===== src/urb_pkg.sv =====
// Shared types and constants for the UART receive/transmit ring buffer.
// Depends on nothing; imported by every module of the block.
`default_nettype none

package urb_pkg;

    // Request opcode in the low bits of the input request.
    typedef enum logic [1:0] {
        CMD_EVENT = 2'd0,
        CMD_PUT   = 2'd1,
        CMD_GET   = 2'd2
    } t_cmd;

    // Interrupt identification codes that matter here.
    localparam logic [2:0] ID_TX_EMPTY = 3'h1;
    localparam logic [2:0] ID_DATA     = 3'h2;
    localparam logic [2:0] ID_TIMEOUT  = 3'h6;

    // A put needs more than this many free slots.
    localparam int PUT_MARGIN = 3;

    localparam int IN_W  = 24;
    localparam int OUT_W = 32;
    localparam int LVL_W = 6;

    typedef struct packed {
        logic push;
        logic pop;
    } t_ring_ctl;

    typedef struct packed {
        logic empty;
    } t_ring_stat;

endpackage

`default_nettype wire


===== src/urb_ring.sv =====
// One ring: byte memory, read/write pointers, fill count, prefetched head.
// Depends on urb_pkg.
`default_nettype none

module urb_ring
    import urb_pkg::*;
#(
    parameter int DEPTH = 64
) (
    input  wire logic                     i_clk,
    input  wire logic                     i_rst_n,
    input  wire t_ring_ctl                i_ctl,
    input  wire logic [7:0]               i_wdata,
    output t_ring_stat                    o_stat,
    output logic [7:0]                    o_head,
    output logic [$clog2(DEPTH)-1:0]      o_level,
    output logic [$clog2(DEPTH)-1:0]      o_level_next
);
    localparam int AW = $clog2(DEPTH);
    localparam logic [AW-1:0] LAST = AW'(DEPTH - 1);

    logic [7:0]    r_mem [DEPTH];
    logic [AW-1:0] r_wptr, n_wptr;
    logic [AW-1:0] r_rptr, n_rptr;
    logic [AW-1:0] r_level, n_level;
    logic [7:0]    r_head;

    always_comb begin
        n_wptr  = r_wptr;
        n_rptr  = r_rptr;
        n_level = r_level;
        if (i_ctl.push) begin
            n_wptr  = (r_wptr == LAST) ? '0 : r_wptr + 1'b1;
            n_level = r_level + 1'b1;
        end
        if (i_ctl.pop) begin
            n_rptr  = (r_rptr == LAST) ? '0 : r_rptr + 1'b1;
            n_level = r_level - 1'b1;
        end
    end

    always_ff @(posedge i_clk) begin
        if (!i_rst_n) begin
            r_wptr  <= '0;
            r_rptr  <= '0;
            r_level <= '0;
        end else begin
            r_wptr  <= n_wptr;
            r_rptr  <= n_rptr;
            r_level <= n_level;
        end
    end

    always_ff @(posedge i_clk) begin
        if (i_ctl.push) begin
            r_mem[r_wptr] <= i_wdata;
        end
    end

    // Head prefetch at the next read pointer; forward a write to that slot.
    always_ff @(posedge i_clk) begin
        if (i_ctl.push && (r_wptr == n_rptr)) begin
            r_head <= i_wdata;
        end else begin
            r_head <= r_mem[n_rptr];
        end
    end

    assign o_stat.empty  = (r_level == '0);
    assign o_head        = r_head;
    assign o_level       = r_level;
    assign o_level_next  = n_level;

endmodule

`default_nettype wire


===== src/uart_rx_tx_ring_buffer.sv =====
// Top level: UART channel buffer with receive and transmit rings.
// Depends on urb_pkg and urb_ring.
//
//  channel  | dir | tdata bits | contents
//  ---------+-----+------------+-----------------------------------------
//  s_axis   | in  | 24         | requests: event, put or get
//  m_axis   | out | 32         | one result per request
//
// Each request is decoded and applied in the cycle it is accepted; its
// result lands in the output register at that edge. One request per cycle
// is sustained; s_axis_tready drops only during reset and while a result
// waits with m_axis_tready low. Reset (synchronous, active low) empties both
// rings, marks the transmitter idle and clears the result valid flag. Ring
// memory contents are not cleared.
`default_nettype none

module uart_rx_tx_ring_buffer
    import urb_pkg::*;
#(
    parameter int RX_DEPTH = 64,
    parameter int TX_DEPTH = 64
) (
    input  wire logic             i_clk,
    input  wire logic             i_rst_n,
    input  wire logic             s_axis_tvalid,
    output logic                  s_axis_tready,
    // [1:0] cmd, [4:2] int_id, [12:5] rx_byte, [20:13] put_byte, [23:21] zero
    input  wire logic [IN_W-1:0]  s_axis_tdata,
    output logic                  m_axis_tvalid,
    input  wire logic             m_axis_tready,
    // [0] tx_valid, [8:1] tx_byte, [9] put_accepted, [10] get_valid,
    // [18:11] get_byte, [19] rx_dropped, [25:20] rx_level, [31:26] tx_level
    output logic [OUT_W-1:0]      m_axis_tdata
);
    localparam int RX_AW = $clog2(RX_DEPTH);
    localparam int TX_AW = $clog2(TX_DEPTH);
    localparam int RX_EW = (RX_AW > LVL_W) ? RX_AW : LVL_W;
    localparam int TX_EW = (TX_AW > LVL_W) ? TX_AW : LVL_W;
    localparam logic [RX_AW-1:0] RX_FULL = RX_AW'(RX_DEPTH - 1);
    localparam logic [TX_AW-1:0] TX_PUT_LIMIT = TX_AW'(TX_DEPTH - 1 - PUT_MARGIN);

    // Request fields
    t_cmd       w_cmd;
    logic [2:0] w_id;
    logic [7:0] w_rx_byte;
    logic [7:0] w_put_byte;
    logic       w_acc;

    // Ring interface
    t_ring_ctl        w_rx_ctl, w_tx_ctl;
    t_ring_stat       w_rx_stat, w_tx_stat;
    logic [7:0]       w_rx_head, w_tx_head;
    logic [RX_AW-1:0] w_rx_lvl, w_rx_lvl_next;
    logic [TX_AW-1:0] w_tx_lvl, w_tx_lvl_next;
    logic [RX_EW-1:0] w_rx_lvl_ext;
    logic [TX_EW-1:0] w_tx_lvl_ext;

    // Result fields
    logic       n_tx_valid, n_put_ok, n_get_valid, n_dropped;
    logic [7:0] n_tx_byte, n_get_byte;

    logic             r_idle, n_idle;
    logic             r_out_valid;
    logic [OUT_W-1:0] r_out_data;

    assign w_cmd      = t_cmd'(s_axis_tdata[1:0]);
    assign w_id       = s_axis_tdata[4:2];
    assign w_rx_byte  = s_axis_tdata[12:5];
    assign w_put_byte = s_axis_tdata[20:13];

    // Output register frees up when its result is taken this cycle.
    assign s_axis_tready = i_rst_n && (!r_out_valid || m_axis_tready);
    assign w_acc         = s_axis_tvalid && s_axis_tready;

    always_comb begin
        w_rx_ctl    = '0;
        w_tx_ctl    = '0;
        n_tx_valid  = 1'b0;
        n_tx_byte   = 8'h00;
        n_put_ok    = 1'b0;
        n_get_valid = 1'b0;
        n_get_byte  = 8'h00;
        n_dropped   = 1'b0;
        n_idle      = r_idle;
        if (w_acc) begin
            case (w_cmd)
                CMD_EVENT: begin
                    if ((w_id == ID_DATA) || (w_id == ID_TIMEOUT)) begin
                        // one slot stays empty: drop when full
                        if (w_rx_lvl == RX_FULL) begin
                            n_dropped = 1'b1;
                        end else begin
                            w_rx_ctl.push = 1'b1;
                        end
                    end else if (w_id == ID_TX_EMPTY) begin
                        if (w_tx_stat.empty) begin
                            n_idle = 1'b1;
                        end else begin
                            w_tx_ctl.pop = 1'b1;
                            n_tx_valid   = 1'b1;
                            n_tx_byte    = w_tx_head;
                            n_idle       = 1'b0;
                        end
                    end
                end
                CMD_PUT: begin
                    // refused unless more than PUT_MARGIN slots are free
                    if (w_tx_lvl < TX_PUT_LIMIT) begin
                        n_put_ok = 1'b1;
                        if (r_idle) begin
                            n_idle     = 1'b0;
                            n_tx_valid = 1'b1;
                            n_tx_byte  = w_put_byte;
                        end else begin
                            w_tx_ctl.push = 1'b1;
                        end
                    end
                end
                CMD_GET: begin
                    if (!w_rx_stat.empty) begin
                        w_rx_ctl.pop = 1'b1;
                        n_get_valid  = 1'b1;
                        n_get_byte   = w_rx_head;
                    end
                end
                default: begin
                    // unused opcode: no effect
                end
            endcase
        end
    end

    urb_ring #(
        .DEPTH (RX_DEPTH)
    ) u_rx_ring (
        .i_clk        (i_clk),
        .i_rst_n      (i_rst_n),
        .i_ctl        (w_rx_ctl),
        .i_wdata      (w_rx_byte),
        .o_stat       (w_rx_stat),
        .o_head       (w_rx_head),
        .o_level      (w_rx_lvl),
        .o_level_next (w_rx_lvl_next)
    );

    urb_ring #(
        .DEPTH (TX_DEPTH)
    ) u_tx_ring (
        .i_clk        (i_clk),
        .i_rst_n      (i_rst_n),
        .i_ctl        (w_tx_ctl),
        .i_wdata      (w_put_byte),
        .o_stat       (w_tx_stat),
        .o_head       (w_tx_head),
        .o_level      (w_tx_lvl),
        .o_level_next (w_tx_lvl_next)
    );

    // Levels reported modulo 64
    assign w_rx_lvl_ext = RX_EW'(w_rx_lvl_next);
    assign w_tx_lvl_ext = TX_EW'(w_tx_lvl_next);

    always_ff @(posedge i_clk) begin
        if (!i_rst_n) begin
            r_idle      <= 1'b1;
            r_out_valid <= 1'b0;
        end else begin
            r_idle <= n_idle;
            if (w_acc) begin
                r_out_valid <= 1'b1;
            end else if (m_axis_tready) begin
                r_out_valid <= 1'b0;
            end
        end
    end

    always_ff @(posedge i_clk) begin
        if (w_acc) begin
            r_out_data <= {w_tx_lvl_ext[LVL_W-1:0], w_rx_lvl_ext[LVL_W-1:0], n_dropped,
                           n_get_byte, n_get_valid, n_put_ok, n_tx_byte, n_tx_valid};
        end
    end

    assign m_axis_tvalid = r_out_valid;
    assign m_axis_tdata  = r_out_data;

endmodule

`default_nettype wire


===== config.mk =====
export PLATFORM = sky130hd
export DESIGN_NAME = uart_rx_tx_ring_buffer
export DESIGN_NICKNAME = d
export VERILOG_FILES = /design/src/urb_pkg.sv /design/src/urb_ring.sv /design/src/uart_rx_tx_ring_buffer.sv
export SDC_FILE = /design/constraint.sdc
export NUM_CORES = 1
export LEC_CHECK = 0
export BUFFER_PORTS_ARGS = -buffer_cell sky130_fd_sc_hd__buf_2
export CORE_UTILIZATION = 30
export CTS_CLUSTER_DIAMETER = 40
export DETAILED_ROUTE_END_ITERATION = 16
export PLACE_DENSITY = 0.51
export SYNTH_ARGS = -nofsm -noshare
export SYNTH_HDL_FRONTEND = slang
export SYNTH_SLANG_ARGS = --single-unit

===== constraint.sdc =====
create_clock -name i_clk -period 3.5 [get_ports i_clk]
set_input_delay 0.35 -clock i_clk [delete_from_list [all_inputs] [get_ports i_clk]]
set_output_delay 0.35 -clock i_clk [all_outputs]
set_load 0.01 [all_outputs]

# After elaboration in Yosys (flattened, before gate mapping)
# Memory sizes are Yosys's and may differ from the RTL's. A register that Yosys moved wholly into a read port is not among the register bits.
# Index checks and enable logic that the tools add are counted.
[totals]
latchBits = 0
rom_bits = 0
ff_bits = 70
mem_count = 2
output_inout_bits = 34
inputBits = 28
ram_bits = 1024
[classes]
mux = 46
shift = 0
multipliers = 0
n_lt_le_gt_ge = 1
bitwise = 1
div = 0
n_reduce_logical = 13
n_eq_ne = 13
addsub = 8
[mem_list]
columns = ["memory", "words", "width", "read_ports", "rd_clocked_by_memory_dff", "write_ports", "line_no", "text"]
rows = [
  ["u_rx_ring.r_mem", 64, 8, 1, 1, 1, "urb_ring.sv:22", "logic [7:0] r_mem [DEPTH];"],
  ["u_tx_ring.r_mem", 64, 8, 1, 1, 1, "urb_ring.sv:22", ""],
]
[ops]
columns = ["op", "count"]
rows = [
  ["6-bit 2-to-1 mux", 10],
  ["8-bit 2-to-1 mux", 5],
  ["6-bit by 1-bit adder with 6-bit output (second input constant)", 6],
  ["6-bit == test (second input constant)", 5],
  ["1-bit 2-to-1 mux", 26],
  ["8-bit case mux with 2 select lines", 1],
  ["6-bit zero test", 2],
  ["6-bit by 1-bit subtractor with 6-bit output (second input constant)", 2],
  ["6-bit < comparator (second input constant)", 1],
  ["2-bit != test (second input constant)", 3],
  ["5-bit AND reduction", 1],
  ["2-bit 2-to-1 mux", 2],
  ["1-bit case mux with 2 select lines", 2],
  ["2-bit nonzero test", 2],
  ["3-bit by 1-bit == test with 1-bit output (second input constant)", 1],
  ["3-bit by 2-bit == test with 1-bit output (second input constant)", 1],
  ["3-bit == test (second input constant)", 1],
  ["2-bit by 1-bit == test with 1-bit output (second input constant)", 1],
  ["2-bit == test (second input constant)", 1],
  ["1-bit logical AND", 2],
  ["2-bit zero test", 1],
  ["1-bit logical OR", 2],
  ["2-bit AND reduction", 1],
  ["2-bit OR reduction", 1],
  ["other kinds (2)", 2],
]

# Depth between registers and ports, before layout
[logic_depth]
ltp_word = 8
mapped_depth = 9
mapped_depth_nobuf = 8

# By module
# A second synthesis with hierarchy kept.
[unflattened]
cells_unflattened = 2151
area_unflattened_um2 = 43444.2
[by_module_without_submodules]
columns = ["mod", "n_inst", "area_each_um2", "seq_area_each_um2", "cells_per_inst"]
rows = [
  ["urb_ring (u_tx_ring)", 1, 21057.7, 15855.2, 1037],
  ["urb_ring (u_rx_ring)", 1, 21040.2, 15855.2, 1028],
  ["uart_rx_tx_ring_buffer", 1, 1346.3, 1001.0, 86],
]

# Least setup slack after synthesis
# OpenSTA, ideal clock, no wires.
[synth_path]
path_type = "input to register"
from = "input port s_axis_tdata[2]"
to = "memory u_rx_ring.r_mem[49][0] (enable)"
setup_ns = 0.370
t_required_ns = 3.130
path_stages = 7
arrival_ns = 2.296
setup_slack_ns = 0.834
cell_sequence = "or4b_1 o21ba_4 buf_6 nand2_4 or4b_1 buf_2 nor2_1"
[synth_between]
elab_chain_cells = 7
[synth_rtl]
columns = ["element", "line_no", "text"]
rows = [
  ["from (decl)", "uart_rx_tx_ring_buffer.sv:28", "input wire logic [IN_W-1:0] s_axis_tdata,"],
  ["3-bit by 2-bit == test with 1-bit output / 3-bit == test (equally long branches)", "uart_rx_tx_ring_buffer.sv:88", "if ((w_id == ID_DATA) || (w_id == ID_TIMEOUT)) begin"],
  ["1-bit logical OR *", "uart_rx_tx_ring_buffer.sv:88", ""],
  ["1-bit 2-to-1 mux *", "uart_rx_tx_ring_buffer.sv:88", ""],
  ["1-bit 2-to-1 mux *", "uart_rx_tx_ring_buffer.sv:86", "case (w_cmd)"],
  ["2-bit 2-to-1 mux *", "uart_rx_tx_ring_buffer.sv:85", "if (w_acc) begin"],
  ["1-bit 2-to-1 mux *", "urb_ring.sv:55", "if (i_ctl.push) begin"],
  ["1-bit 2-to-1 mux (implied by the code) *", "urb_ring.sv:56", "r_mem[r_wptr] <= i_wdata;"],
  ["to (decl)", "urb_ring.sv:22", ""],
]
# Mark *: on every way between the ends. The rest lies on a longest branch, timed or not.

# Final worst setup path
[layout_path]
from = "register u_tx_ring.r_level[2] (netlist: u_tx_ring.o_level[2])"
to = "memory u_tx_ring.r_mem[19][2] (enable)"
[layout_between]
elab_chain_cells = 6
[layout_rtl]
columns = ["element", "line_no", "text"]
rows = [
  ["from (decl)", "urb_ring.sv:25", "logic [AW-1:0] r_level, n_level;"],
  ["from (signal assigned)", "urb_ring.sv:50", "r_level <= n_level;"],
  ["6-bit < comparator", "uart_rx_tx_ring_buffer.sv:108", "if (w_tx_lvl < TX_PUT_LIMIT) begin"],
  ["1-bit 2-to-1 mux", "uart_rx_tx_ring_buffer.sv:108", ""],
  ["1-bit 2-to-1 mux", "uart_rx_tx_ring_buffer.sv:86", ""],
  ["2-bit 2-to-1 mux", "uart_rx_tx_ring_buffer.sv:85", ""],
  ["1-bit 2-to-1 mux", "urb_ring.sv:55", ""],
  ["1-bit 2-to-1 mux (implied by the code)", "urb_ring.sv:56", ""],
  ["to (decl)", "urb_ring.sv:22", ""],
]
# Every way passes these cells.

==> flow_summary.json <==
{
  "outcome": "completed",
  "antenna_left": 0,
  "cts_tree": "done",
  "die_h_um": 381,
  "grt_pass1_vias": 23100,
  "post_cts_buffers": 0,
  "power_density_mw_per_mm2": 585,
  "yosysMostFrequentCell": "edfxtp_1",
  "dp_hpwl_um": 68500,
  "grt_max_degree": 65,
  "cts_hold_buf": 2,
  "vdd_drop_max_mv": 0.565,
  "drt_wl_total_um": 108000,
  "synth_top_area_frac": 0.736,
  "fp.dieW_um": 381,
  "area_growth_pct": 19.6,
  "crit_chain": "nand4_1 > and3b_1 > and2_1 > nand3b_1 > buf_4 > nor2_1",
  "syn_area_per_cell_sq_um": 19.9,
  "grt_first_pass_wirelength_um": 158000,
  "finalSetupTns_ns": 0,
  "critPathLaunchType": "flop",
  "synthFlopType": "edfxtp_1",
  "io_pins": 62,
  "hold_path_class": "input port to flop",
  "rsz0062_at_grt": "no",
  "portBuffers": 58,
  "track_usage": 0.150,
  "fin_util": 0.363,
  "worst_pin_slew_ns": 1.15,
  "core_area_sq_mm": 0.142,
  "yosysSeqAreaShare": 0.759,
  "synth-seq-cells": 1106,
  "root_buffer": "clkbuf_16",
  "drc": 0,
  "synth_common_cells": "edfxtp_1, mux4_2, nor2_1, nand2_1, a22oi_1",
  "synth_compound_area_frac": 0.0310,
  "synth_area_leader_cell": "edfxtp_1",
  "fin_worst_skew_ns": 0.0255,
  "rows": 138,
  "synth_top_family_by_area": "multiplexers",
  "synth_simple_gate_area_share": 0.0473,
  "crit_required_ns": 3.86,
  "clock_latency_ns": 0.75,
  "yosysUniqueCellTypes": 70,
  "gp_congestion": 0.803,
  "combPwrFrac": 0.012,
  "crit_arrival_ns": 3.22,
  "cts_sinks": 1106,
  "critPathCaptureType": "flop",
  "crit_fanout": 10,
  "antenna_cells": 0,
  "critPathKind": "flop to flop",
  "clkTransAtPathRegs_ns": 0.05,
  "drive_above_1_share": 0.293,
  "numCtsBuffers": 146,
  "period_needed_ns": 2.86,
  "setup-violations-final": 0,
  "antenna_found_initial": 6,
  "syn_nets": 2200,
  "cts-resized-gates": 0,
  "p_int_w": 0.0240,
  "ys_top_cells_by_area": "edfxtp_1, mux4_2, dfxtp_1",
  "initial_core_util": 0.303,
  "slowest_stage": "nor2_1",
  "p_sw_frac": 0.205,
  "nets": 2439,
  "p_sw_w": 0.00617,
  "postSynth.asyncResetShare": 0,
  "synth_edf_count": 1056,
  "overflow": 0,
  "routedWlPerCell_um": 24.5,
  "fmax_mhz": 350,
  "relSlewSlack": 0.232,
  "syn-instance-count": 2163,
  "synthMuxAreaShare": 0.143,
  "first_iter_violations": 2192,
  "p_seq_frac": 0.482,
  "worst-path-buf-inv": 1,
  "maxCapViolations": 0,
  "synthAdderAreaFrac": 0.00261,
  "clkPwrFrac": 0.506,
  "cpPeakStageDelay_ns": 0.75,
  "drv_slew": 0,
  "netlist_area_sq_mm": 0.0431,
  "htree_levels": 4,
  "drtPass1Iterations": 6,
  "viasPerCell": 4.96,
  "die-area_sq_mm": 0.145,
  "period_share": 0.817,
  "p_leak_nw": 16.0,
  "vias": 21900,
  "synthXorXnorAreaFrac": 0.00325,
  "clockBufferDepth": 3,
  "hold_viol": 0,
  "cp_top_family": "simple AND/OR/NAND/NOR gates",
  "yosys_warnings": 0
}
## stage by stage
stage                     hold WS, ns  cell area, sq um  total power [W]  setup slack (ns)  std cells
final                          0.0840             51500           0.0301             0.641       4413
after global routing           0.0490             51500           0.0310             0.491       4413
after CTS                      0.0249             51500           0.0305             0.673       4413
after detailed placement        0.517             46400           0.0152             0.347       4142
after global placement          0.501             46400           0.0151             0.375       4142
after floorplan                 0.449             43100           0.0148             0.834       2163
## worst paths after layout
| check | from | endpoint | slack (ns) | cells after the start |
|---|---|---|---|---|
| setup / recovery | u_tx_ring.o_level[2] | u_tx_ring.r_mem[19][2] | 0.64 | 6 |
| hold / removal | s_axis_tdata[2] | m_axis_tdata[19] | 0.08 | 3 |
| setup reg to reg | u_tx_ring.o_level[2] | u_tx_ring.r_mem[19][2] | 0.64 | 6 |
| hold reg to reg | u_tx_ring.r_rptr[1] | flop | 0.53 | 1 |
## sequential cells by signal (all words and copies together), names as in the netlist, 6 cells and up, named ones only
register and cells:
u_tx_ring.r_rptr 6, m_axis_tdata 32, u_tx_ring.r_mem 512, u_tx_ring.o_level 6
u_rx_ring.o_level 6, u_rx_ring.r_mem 512, u_rx_ring.r_rptr 6, u_tx_ring.r_wptr 6
u_rx_ring.r_wptr 6
## worst min-delay path: cells and delay by family
family	cells	cell delay [ns]
buffers and inverters	1	0.09
and+or+nand+nor	2	0.22
## cell families after synthesis
kind of cell / Yosys count
adders and majority gates: 9
and+or+nand+nor: 413
muxes: 301
xor gates and xnor gates: 16
AOI/OAI and AO/OA: 187
DFF: 1106
buffers and inverters: 131
## routing by layer
| metal | up-vias | GRT usage | part of all wire |
|---|---|---|---|
| met5 | - | 0.00298 | 0.00053 |
| met4 | 2 | 0.0445 | 0.023 |
| met3 | 179 | 0.0338 | 0.062 |
| met2 | 742 | 0.240 | 0.48 |
| met1 | 11500 | 0.202 | 0.43 |
| li1 | 9448 | - | - |
## cell type report
class	instances	area, sq um
clock buffers	170	3800
clock inverters	99	1280
fillers	13100	90400
inverters	11	41.3
multi-input cells	926	9780
flip-flops and latches	1106	32700
well taps	1890	2360
repair buffers	211	1540
## power by group through the flow
stage	logic, W	registers [W]	clock network [W]
after floorplan	0.0000558	0.0148	0
after global placement	0.000360	0.0148	0
final	0.000369	0.0145	0.0153
after detailed placement	0.000379	0.0148	0
after global routing	0.000400	0.0145	0.0161
after CTS	0.000380	0.0145	0.0156
## placed cells by master (no fill, tap or decap), drive strengths merged, types with 9 or more instances in the layout
cell      synthesis  final
inv              10     30
a22oi            66     66
clkbuf           62    170
nand4            20     20
mux2             23     23
nand3b           13     13
nor2            156    156
clkinvlp          0     16
mux4            249    249
ha                9      9
edfxtp         1056   1056
nand3            24     24
xnor2            10     10
o21ai            16     16
a21oi            12     12
nand2            76     76
dfxtp            50     50
nand2b           14     14
o22ai            41     41
mux2i            29     29
and2             22     22
nor3             35     35
clkinv            1     44
bufinv            0     20
buf              58    209
Note: power is estimated with default switching activity, not from simulation.
